File: config.mk
export PLATFORM = sky130hd
export DESIGN_NAME = led_beeper_tick_controller_core
export DESIGN_NICKNAME = d
export VERILOG_FILES = /design/src/lbt_pkg.sv /design/src/led_beeper_tick_controller_core.sv /design/src/lbt_step.sv
export SDC_FILE = /design/constraint.sdc
export NUM_CORES = 1
export LEC_CHECK = 0
export ABC_AREA = 1
export BUFFER_PORTS_ARGS = -buffer_cell sky130_fd_sc_hd__buf_4
export CAP_MARGIN = 20
export CORE_MARGIN = 3
export CORE_UTILIZATION = 59
export DETAILED_ROUTE_END_ITERATION = 12
export HOLD_SLACK_MARGIN = 0.02
export PLACE_DENSITY = 0.87
export SETUP_SLACK_MARGIN = 0.15
export SLEW_MARGIN = 10
export SYNTH_ARGS = -nofsm -noshare
export SYNTH_HDL_FRONTEND = slang
export SYNTH_SLANG_ARGS = --single-unit
File: constraint.sdc
create_clock -name i_clk -period 8.3 [get_ports i_clk]
set_input_delay 2.49 -clock i_clk [delete_from_list [all_inputs] [get_ports i_clk]]
set_output_delay 2.49 -clock i_clk [all_outputs]
set_load 0.02 [all_outputs]
File: src/lbt_pkg.sv
// Shared types, constants and a helper function for the LED, beeper and tick controller.
// Depends on nothing; every other source file imports it.
package lbt_pkg;

    // Length of one timer tick in milliseconds.
    localparam logic [4:0] TICK_MS = 5'd2;

    localparam int unsigned MS_W    = 16;
    localparam int unsigned LEVEL_W = 10;
    localparam int unsigned CFG_A_W = 2;

    localparam logic [MS_W-1:0]    MS_MAX    = '1;
    localparam logic [LEVEL_W-1:0] LEVEL_MAX = '1;

    localparam logic [MS_W-1:0]    BEEP_PERIOD_RST  = 16'd50;
    localparam logic [MS_W-1:0]    BLINK_PERIOD_RST = 16'd100;
    localparam logic [LEVEL_W-1:0] BREATH_TOP_RST   = 10'd1000;

    typedef enum logic [CFG_A_W-1:0] {
        CFG_BEEP_PERIOD  = 2'd0,
        CFG_BLINK_PERIOD = 2'd1,
        CFG_BREATH_TOP   = 2'd2
    } t_cfg_addr;

    typedef enum logic [1:0] {
        MODE_IDLE   = 2'd0,
        MODE_BLINK  = 2'd1,
        MODE_BREATH = 2'd2
    } t_led_mode;

    typedef struct packed {
        logic [MS_W-1:0]    beep_period_ms;
        logic [MS_W-1:0]    blink_period_ms;
        logic [LEVEL_W-1:0] breath_top;
    } t_cfg;

    typedef struct packed {
        logic [1:0] led_mode;
        logic       beep_start;
        logic       button_held;
        logic       button_clear;
    } t_tick;

    typedef struct packed {
        logic               beep_active;
        logic               beep_sounding;
        logic [MS_W-1:0]    beep_elapsed;
        logic [MS_W-1:0]    button_elapsed;
        logic [MS_W-1:0]    blink_elapsed;
        logic               blink_which;
        logic               blink_lit;
        logic [LEVEL_W-1:0] breath_level;
        logic               breath_rising;
    } t_state;

    typedef struct packed {
        logic               beeper_drive;
        logic               beeper_busy;
        logic               led_one_on;
        logic               led_two_on;
        logic [LEVEL_W-1:0] pwm_compare;
        logic [MS_W-1:0]    button_elapsed_ms;
    } t_result;

    // Adds one tick to a millisecond counter, holding at full scale.
    function automatic logic [MS_W-1:0] add_tick_sat(input logic [MS_W-1:0] a);
        logic [MS_W:0] sum;
        sum = {1'b0, a} + (MS_W + 1)'(TICK_MS);
        return sum[MS_W] ? MS_MAX : sum[MS_W-1:0];
    endfunction

endpackage

File: src/led_beeper_tick_controller_core.sv
// A tick's result is registered in the output register, or in the skid entry if stalled.
// Throughput: one tick per cycle while the two-entry output buffer has room; the state
// update is a single pass of compares and increments on the state registers.
// Reset (i_rst_n low, synchronous) clears all timers and phases, sets breathing to rising,
// loads the default periods (50 ms beep, 100 ms blink, top 1000) and empties the buffer.
// Depends on lbt_pkg and lbt_step.
module led_beeper_tick_controller_core (
    input  logic                         i_clk,
    input  logic                         i_rst_n,

    input  logic                         i_cfg_we,
    input  logic [lbt_pkg::CFG_A_W-1:0]  i_cfg_addr,
    input  logic [lbt_pkg::MS_W-1:0]     i_cfg_data,

    input  logic                         i_in_valid,
    output logic                         o_in_stall,
    input  logic [1:0]                   i_led_mode,
    input  logic                         i_beep_start,
    input  logic                         i_button_held,
    input  logic                         i_button_clear,

    output logic                         o_out_valid,
    input  logic                         i_out_stall,
    output logic                         o_beeper_drive,
    output logic                         o_beeper_busy,
    output logic                         o_led_one_on,
    output logic                         o_led_two_on,
    output logic [lbt_pkg::LEVEL_W-1:0]  o_pwm_compare,
    output logic [lbt_pkg::MS_W-1:0]     o_button_elapsed_ms
);
    import lbt_pkg::*;

    // Configuration registers, to be written only while the block is idle; the block does not enforce this.
    t_cfg    r_cfg;

    // Controller state, updated at every tick transfer.
    t_state  r_state;
    t_state  n_state;

    // Output register plus a skid entry. The skid entry catches a tick that arrives
    // while the output register is held by the downstream stall.
    t_result r_out;
    t_result n_out;
    logic    r_out_valid;
    logic    n_out_valid;
    t_result r_skid;
    t_result n_skid;
    logic    r_skid_valid;
    logic    n_skid_valid;

    t_tick   w_tick;
    t_result w_result;
    logic    w_in_xfer;
    logic    w_out_free;

    assign w_tick = '{
        led_mode:     i_led_mode,
        beep_start:   i_beep_start,
        button_held:  i_button_held,
        button_clear: i_button_clear
    };

    lbt_step u_step (
        .i_cfg    (r_cfg),
        .i_tick   (w_tick),
        .i_state  (r_state),
        .o_state  (n_state),
        .o_result (w_result)
    );

    // Input is stalled only when the skid entry is occupied, which is a register.
    assign o_in_stall = r_skid_valid;
    assign w_in_xfer  = i_in_valid & ~r_skid_valid;
    assign w_out_free = ~r_out_valid | ~i_out_stall;

    always_comb begin
        n_out        = r_out;
        n_out_valid  = r_out_valid;
        n_skid       = r_skid;
        n_skid_valid = r_skid_valid;
        if (w_out_free) begin
            // The output register moves on: refill from the skid entry first, since
            // it is older; no new tick can be transferred while it is occupied.
            if (r_skid_valid) begin
                n_out        = r_skid;
                n_out_valid  = 1'b1;
                n_skid_valid = 1'b0;
            end else if (w_in_xfer) begin
                n_out       = w_result;
                n_out_valid = 1'b1;
            end else begin
                n_out_valid = 1'b0;
            end
        end else if (w_in_xfer) begin
            n_skid       = w_result;
            n_skid_valid = 1'b1;
        end
    end

    always_ff @(posedge i_clk) begin
        if (!i_rst_n) begin
            r_cfg.beep_period_ms  <= BEEP_PERIOD_RST;
            r_cfg.blink_period_ms <= BLINK_PERIOD_RST;
            r_cfg.breath_top      <= BREATH_TOP_RST;
        end else if (i_cfg_we) begin
            unique case (i_cfg_addr)
                CFG_BEEP_PERIOD:  r_cfg.beep_period_ms  <= i_cfg_data;
                CFG_BLINK_PERIOD: r_cfg.blink_period_ms <= i_cfg_data;
                CFG_BREATH_TOP:   r_cfg.breath_top      <= i_cfg_data[LEVEL_W-1:0];
                default: begin
                    // Writes to an unused index are dropped.
                end
            endcase
        end
    end

    always_ff @(posedge i_clk) begin
        if (!i_rst_n) begin
            r_state <= '{
                beep_active:    1'b0,
                beep_sounding:  1'b0,
                beep_elapsed:   '0,
                button_elapsed: '0,
                blink_elapsed:  '0,
                blink_which:    1'b0,
                blink_lit:      1'b0,
                breath_level:   '0,
                breath_rising:  1'b1
            };
        end else if (w_in_xfer) begin
            r_state <= n_state;
        end
    end

    always_ff @(posedge i_clk) begin
        if (!i_rst_n) begin
            r_out_valid  <= 1'b0;
            r_skid_valid <= 1'b0;
        end else begin
            r_out_valid  <= n_out_valid;
            r_skid_valid <= n_skid_valid;
        end
    end

    // Payload registers carry no reset.
    always_ff @(posedge i_clk) begin
        r_out  <= n_out;
        r_skid <= n_skid;
    end

    assign o_out_valid         = r_out_valid;
    assign o_beeper_drive      = r_out.beeper_drive;
    assign o_beeper_busy       = r_out.beeper_busy;
    assign o_led_one_on        = r_out.led_one_on;
    assign o_led_two_on        = r_out.led_two_on;
    assign o_pwm_compare       = r_out.pwm_compare;
    assign o_button_elapsed_ms = r_out.button_elapsed_ms;

endmodule

File: src/lbt_step.sv
// Next-state and result logic for one timer tick of the controller.
// Purely combinational; depends on lbt_pkg.
module lbt_step (
    input  lbt_pkg::t_cfg    i_cfg,
    input  lbt_pkg::t_tick   i_tick,
    input  lbt_pkg::t_state  i_state,
    output lbt_pkg::t_state  o_state,
    output lbt_pkg::t_result o_result
);
    import lbt_pkg::*;

    always_comb begin
        t_state s;
        logic   one;
        logic   two;
        logic [LEVEL_W-1:0] pwm;

        s   = i_state;
        one = 1'b0;
        two = 1'b0;
        pwm = '0;

        // The one-shot beeper arms only from idle, then runs in the same tick.
        if (i_tick.beep_start) begin
            s.beep_active = 1'b1;
        end
        if (s.beep_active) begin
            if (s.beep_elapsed >= i_cfg.beep_period_ms) begin
                if (s.beep_sounding) begin
                    s.beep_sounding = 1'b0;
                    s.beep_active   = 1'b0;
                end else begin
                    s.beep_sounding = 1'b1;
                end
                s.beep_elapsed = '0;
            end
            s.beep_elapsed = add_tick_sat(s.beep_elapsed);
        end else begin
            s.beep_elapsed = '0;
        end

        // Clear takes priority over counting.
        priority if (i_tick.button_clear) begin
            s.button_elapsed = '0;
        end else if (i_tick.button_held) begin
            s.button_elapsed = add_tick_sat(s.button_elapsed);
        end else begin
            // Released button: the timer keeps its value.
        end

        unique case (i_tick.led_mode)
            MODE_BLINK: begin
                if (s.blink_elapsed >= i_cfg.blink_period_ms) begin
                    if (s.blink_lit) begin
                        s.blink_lit   = 1'b0;
                        s.blink_which = ~s.blink_which;
                    end else begin
                        s.blink_lit = 1'b1;
                    end
                    s.blink_elapsed = '0;
                end
                one = s.blink_lit & ~s.blink_which;
                two = s.blink_lit & s.blink_which;
                s.blink_elapsed = add_tick_sat(s.blink_elapsed);
            end
            MODE_BREATH: begin
                if (s.breath_rising) begin
                    if (s.breath_level != LEVEL_MAX) begin
                        s.breath_level = s.breath_level + LEVEL_W'(1);
                    end
                end else if (s.breath_level != '0) begin
                    s.breath_level = s.breath_level - LEVEL_W'(1);
                end
                priority if (s.breath_level >= i_cfg.breath_top) begin
                    s.breath_rising = 1'b0;
                end else if (s.breath_level == '0) begin
                    s.breath_rising = 1'b1;
                end else begin
                    // Between the limits the direction is kept.
                end
                pwm = s.breath_level;
                s.blink_elapsed = add_tick_sat(s.blink_elapsed);
            end
            default: begin
                // Idle and the unused code leave all LED state alone.
            end
        endcase

        o_state                    = s;
        o_result.beeper_drive      = s.beep_sounding;
        o_result.beeper_busy       = s.beep_active;
        o_result.led_one_on        = one;
        o_result.led_two_on        = two;
        o_result.pwm_compare       = pwm;
        o_result.button_elapsed_ms = s.button_elapsed;
    end

endmodule

## Yosys cells after proc, flatten, opt, wreduce, memory -nomap -nowiden

Index checks and enable logic that the tools add are counted.

| storage, ports and cells | value |
|---|---|
| bits in registers | 167 |
| input bits | 28 |
| output and inout port bits | 32 |
| logic and storage cells | 97 |

| operators by class | value |
|---|---|
| $add $sub $neg | 6 |
| $lt $le $gt $ge | 3 |
| eq/ne operators | 5 |
| muxes and demuxes | 30 |
| bitwise gates (word level) | 11 |
| reductions and logical operators | 16 |

Operators by type and width:

| kind | number |
|---|---|
| 16-bit two-way mux | 7 |
| 18-bit two-way mux | 4 |
| 16-bit by 2-bit adder with 17-bit output (second input constant) | 4 |
| 30-bit two-way mux | 2 |
| 10-bit two-way mux | 5 |
| 16-bit >= comparator | 2 |
| 16-bit one-hot mux with 2 select lines | 1 |
| 2-bit AND reduction | 8 |
| 10-bit by 1-bit adder with 10-bit output (second input constant) | 1 |
| 10-bit >= comparator | 1 |
| 10-bit logical NOT | 1 |
| 1-bit two-way mux | 10 |
| 10-bit inequality test (second input constant) | 1 |
| 10-bit nonzero test | 1 |
| 10-bit by 1-bit subtractor with 10-bit output (second input constant) | 1 |
| 1-bit inverter | 7 |
| 2-bit nonzero test | 3 |
| 2-bit by 1-bit equality test with 1-bit output (second input constant) | 2 |
| 2-bit equality test (second input constant) | 2 |
| 1-bit AND | 3 |
| 3-bit AND reduction | 1 |
| 2-bit logical NOT | 1 |
| 2-bit two-way mux | 1 |
| 2-bit OR reduction | 1 |
| 1-bit bitwise OR | 1 |

## Logic depth before layout (Yosys ltp)

| depth | value |
|---|---|
| depth in word-level cells | 9 |
| depth in mapped cells | 28 |
| gate-level depth less buffers | 26 |

## Hierarchy

From an unflattened synthesis, not the netlist that was laid out.

| unflattened totals | value |
|---|---|
| cells, all modules | 1470 |
| area, all modules | 10259.8 µm² |

By module, submodules not included:

| module | times used | cells each | area an instance (µm²) | sequential area each (µm²) |
|---|---|---|---|---|
| led_beeper_tick_controller_core | 1 | 692 | 6114.6 | 3943.8 |
| lbt_step | 1 | 778 | 4145.2 | 0.0 |

## Least setup slack after synthesis

No wires, ideal clock.

| timing path | value |
|---|---|
| path kind | input-to-reg |
| start point | input port i_in_valid |
| end point | register r_skid[0] (netlist bit), enable pin |
| library setup time | 0.417 ns |
| arrival | 4.385 ns |
| required time | 7.883 ns |
| setup slack | 3.498 ns |
| stages | 6 |
| buffers on the path | 2 |
| cells stage by stage | inv_1 > nor2_1 > inv_1 > buf_2 > clkbuf_1 > nor2_1 |

| between the ends | value |
|---|---|
| longest elaborated chain between the ends | 2 |

Ends and longest elaborated chain:

| what | line | RTL |
|---|---|---|
| start, declared | led_beeper_tick_controller_core.sv:15 | `input logic i_in_valid,` |
| 1-bit AND | led_beeper_tick_controller_core.sv:73 | `assign w_in_xfer = i_in_valid & ~r_skid_valid;` |
| 2-bit AND reduction (no source line) | -- |  |
| end signal, assigned | led_beeper_tick_controller_core.sv:148 | `r_skid <= n_skid;` |
| end, declared | led_beeper_tick_controller_core.sv:46 | `t_result r_skid;` |

Every way passes these cells.
A chain may end at the register's enable or synchronous reset.

## Worst setup path in the final report

| timing path | value |
|---|---|
| start point | input port i_in_valid |
| end point | register r_state[16] (netlist bit) |

| between the ends | value |
|---|---|
| longest elaborated chain between the ends | 2 |

Ends and longest elaborated chain:

| what | line | RTL |
|---|---|---|
| 1-bit AND | led_beeper_tick_controller_core.sv:73 |  |
| 2-bit AND reduction (no source line) | -- |  |
| end signal, assigned | led_beeper_tick_controller_core.sv:119 | `r_state <= '{` |
| end signal, assigned | led_beeper_tick_controller_core.sv:131 | `r_state <= n_state;` |
| end, declared | led_beeper_tick_controller_core.sv:37 | `t_state r_state;` |

Every way passes these cells.

==> results_dict.tcl <==
set metrics [dict create \
    postLayoutCoreUtil_pct 68.6 \
    detailedRoute.firstPassIterationCount 6 \
    tightest_slew_ps 787 \
    core-area_mm2 0.0154 \
    dieArea_mm2 0.0175 \
    post_synth.cell_area_avg_um2 7.75 \
    fp-row-count 45 \
    min_path_type "flip-flop to flip-flop" \
    postCtsResizedCells 0 \
    synth-simple-area-share_pct 23.6 \
    met2_wirelength_um 10500 \
    synth_enable_flop_cells 60 \
    crit_fanout 39 \
    max_freq_ghz 0.218 \
    adder_cell_share_of_the_synthesized_area_pct 6.78 \
    p_switching_uw 548 \
    finalNetCount 1336 \
    drtIter0Drc 880 \
    synth-compound-area-share_pct 16.0 \
    dr_total_vias 8244 \
    netlist_instances 1214 \
    placed_cell_area_mm2 0.00998 \
    sw_frac_of_total_pct 28.6 \
    htree_levels 4 \
    power.share.clock_pct 40.4 \
    synth-seq-cells 167 \
    seq_power_share_pct 47.4 \
    timing.critical_path.required_ps 8660 \
    die_h_um 132 \
    largest_family_of_logic_cells_by_synthesized_area "simple AND/OR/NAND/NOR gates" \
    grt_antenna_before_repair 0 \
    timing_worst_setup_path_type "primary input to flip-flop" \
    synth_nets 1293 \
    worst_setup_path_start_kind "primary input" \
    detail_route.wirelength_um 21700 \
    clk_root_buffer_cell "sky130_fd_sc_hd__clkbuf_16" \
    drt.antenna.violating_nets 0 \
    vias_in_the_first_global_route 7596 \
    stdcell_area_mm2 0.0106 \
    setup_tns_ps 0 \
    met3WireLength_um 1320 \
    drv.max_cap_violation_count 0 \
    highest-signal-layer "met4" \
    post_synth_instance_area_mm2 0.00941 \
    postCtsSetupBuffers 0 \
    setup_violations 0 \
    cp.arrival_ps 4950 \
    timing.slew.headroom_pct 47.5 \
    clk_latency_ps 430 \
    final_min_period_over_clock_period_pct 55.3 \
    path_clk_slew_ps 70 \
    final_hold_violating_endpoints 0 \
    outcome "complete, no violations" \
    synth.lib_cells_used.distinct 48 \
    ys.flop_type "sky130_fd_sc_hd__dfxtp_1" \
    hold_buffers 0 \
    tritoncts "done" \
    io-pin-count 60 \
    synth.yosys.seq_area_share_pct 41.9 \
    rsz0062_at_grt "no" \
    wire_per_inst_um 14.7 \
    asyncSetResetFlopFracSynth_pct 0 \
    grt_start_max_net_pins 73 \
    place.port_buffers 59 \
    leakage_nw 4.59 \
    share_comb_of_total_power_pct 12.2 \
    rrSetupSlack_ps 4580 \
    internal_power_mw 1.37 \
    yosys-top-cells-area "sky130_fd_sc_hd__dfxtp_1 (23%), sky130_fd_sc_hd__edfxtp_1 (19%), sky130_fd_sc_hd__nand2_1 (11%)" \
    drive_gt1_share_pct 13.6 \
    initial_utilization_pct 61.0 \
    route.detailed.drc 0 \
    clock_tree.buffer_depth 2 \
    die_w_um 132 \
    fillCellCount 1232 \
    yosys-top-cells-count "sky130_fd_sc_hd__nand2_1 (278), sky130_fd_sc_hd__inv_1 (149), sky130_fd_sc_hd__dfxtp_1 (107)" \
    numClockSinks 167 \
    track_usage_pct 24.9 \
    dp_hpwl_um 15000 \
    peakVddDrop_v 0.000156 \
    ys.warnings.count 0 \
    minimum_period_implied_by_the_final_worst_setup_slack_ps 4590 \
    library_cell_occupying_the_most_area_in_the_post_synthesis_netlist "sky130_fd_sc_hd__dfxtp_1" \
    gp_routability_congestion 0.946 \
    global_route_wire_length_before_repair_um 36000 \
    synth.most_common_cell "sky130_fd_sc_hd__nand2_1" \
    end_kind "flip-flop" \
    synth-xor-area-share_pct 3.07 \
    syn2layout_area_growth_pct 12.5 \
    yosysTopAreaCellShare_pct 22.8 \
    numCtsBuffers 17 \
    fin_skew_ps 8.22 \
    wirelength_met1_um 9340 \
    via_per_inst 5.57 \
    grt_remaining_overflow 0 \
    number_of_pins_with_negative_max_slew_slack_in_the_final_report 0 \
    antenna_cells_inserted 0 \
    yosys-mux-area-fraction_pct 0 \
    p_per_area_mw_per_mm2 181 \
]
flip-flops by register name, summed over array words and instances, names as in the netlist, 10 cells and up:
| signal | flops |
|---|---|
| o_button_elapsed_ms | 16 |
| r_cfg | 42 |
| r_state | 63 |
| o_pwm_compare | 10 |
| r_skid | 30 |
critical path, cell delays in order:
cell and delay (ps):
sky130_fd_sc_hd__buf_4 90, sky130_fd_sc_hd__inv_1 40, sky130_fd_sc_hd__nor2_2 60, sky130_fd_sc_hd__buf_4 340, sky130_fd_sc_hd__inv_1 450, sky130_fd_sc_hd__nor2_4 360, sky130_fd_sc_hd__inv_1 370, sky130_fd_sc_hd__nor2_2 260
sky130_fd_sc_hd__inv_2 110, sky130_fd_sc_hd__o21ai_0 90, sky130_fd_sc_hd__o21ai_1 90, sky130_fd_sc_hd__a21oi_1 160
routing by layer:
layer / global-route usage, % / vias up
li1: - / 4117
met1: 32.4 / 3769
met2: 41.7 / 307
met3: 4.05 / 51
met4: 9.82 / 0
met5: 0 / -
layout make-up:
type | instances | area, um2 | area share, %
tap | 211 | 264 | 2.49
timing repair buffer | 67 | 523 | 4.94
clock buffer | 18 | 429 | 4.05
multi-input combinational | 838 | 4660 | 44.0
sequential | 167 | 3940 | 37.2
clock inverter | 14 | 149 | 1.41
inverter | 166 | 624 | 5.90
layout by cell type, fill, tap and decap left out, types with 2 or more instances in the layout:
master / n
sky130_fd_sc_hd__nand4_1: 19
sky130_fd_sc_hd__nand3_1: 55
sky130_fd_sc_hd__nand3_2: 6
sky130_fd_sc_hd__a21oi_4: 5
sky130_fd_sc_hd__inv_1: 149
sky130_fd_sc_hd__o211ai_1: 16
sky130_fd_sc_hd__a21oi_1: 97
sky130_fd_sc_hd__o21ai_1: 11
sky130_fd_sc_hd__nor3_1: 10
sky130_fd_sc_hd__nor3_2: 3
sky130_fd_sc_hd__a21oi_2: 6
sky130_fd_sc_hd__inv_2: 15
sky130_fd_sc_hd__dfxtp_1: 107
sky130_fd_sc_hd__a31oi_1: 12
sky130_fd_sc_hd__clkinv_4: 2
sky130_fd_sc_hd__nand2_1: 278
sky130_fd_sc_hd__xnor2_1: 7
sky130_fd_sc_hd__o21bai_1: 3
sky130_fd_sc_hd__inv_6: 2
sky130_fd_sc_hd__nor2_2: 11
sky130_fd_sc_hd__o21ai_2: 4
sky130_fd_sc_hd__clkbuf_16: 17
sky130_fd_sc_hd__ha_1: 51
sky130_fd_sc_hd__xor2_1: 26
sky130_fd_sc_hd__nor2_1: 83
sky130_fd_sc_hd__nor2_4: 7
sky130_fd_sc_hd__inv_8: 8
sky130_fd_sc_hd__nand2_2: 7
sky130_fd_sc_hd__buf_4: 66
sky130_fd_sc_hd__o21ai_0: 103
sky130_fd_sc_hd__nand3b_1: 2
sky130_fd_sc_hd__edfxtp_1: 60
sky130_fd_sc_hd__nand4_2: 3
final timing paths:
path	startpoint	to	cells past startpoint
worst max-delay path	i_in_valid	r_state[16]	12
worst min-delay path	r_cfg[36]	r_cfg[36]	2
worst max register to register	r_state[22]	r_state[22]	18
worst min register to register	r_cfg[36]	r_cfg[36]	2
cell families after synthesis:
kind of cell    after synthesis
simple gates                491
compound gates              263
buf+inv                     209
flops                       167
fa+ha+maj                    51
xor+xnor                     33
through the flow:
step | total power, mW | setup slack (ps) | cells | hold slack (ps)
final | 1.92 | 3710 | 1481 | 466
after global routing | 1.99 | 3470 | 1481 | 485
after CTS | 1.92 | 3720 | 1479 | 469
after detailed placement | 1.16 | 3310 | 1447 | 456
after global placement | 1.15 | 3400 | 1447 | 450
after floorplan | 1.08 | 3500 | 1214 | 435
power groups by stage:
stage	clock (mW)	sequential [mW]	combinational [mW]
6_report	0.776	0.910	0.233
5_1_grt	0.813	0.913	0.261
4_1_cts	0.777	0.909	0.231
3_5_place_dp	0	0.927	0.228
3_3_place_gp	0	0.926	0.221
2_1_floorplan	0	0.935	0.146
(Power assumes the default switching activity.)
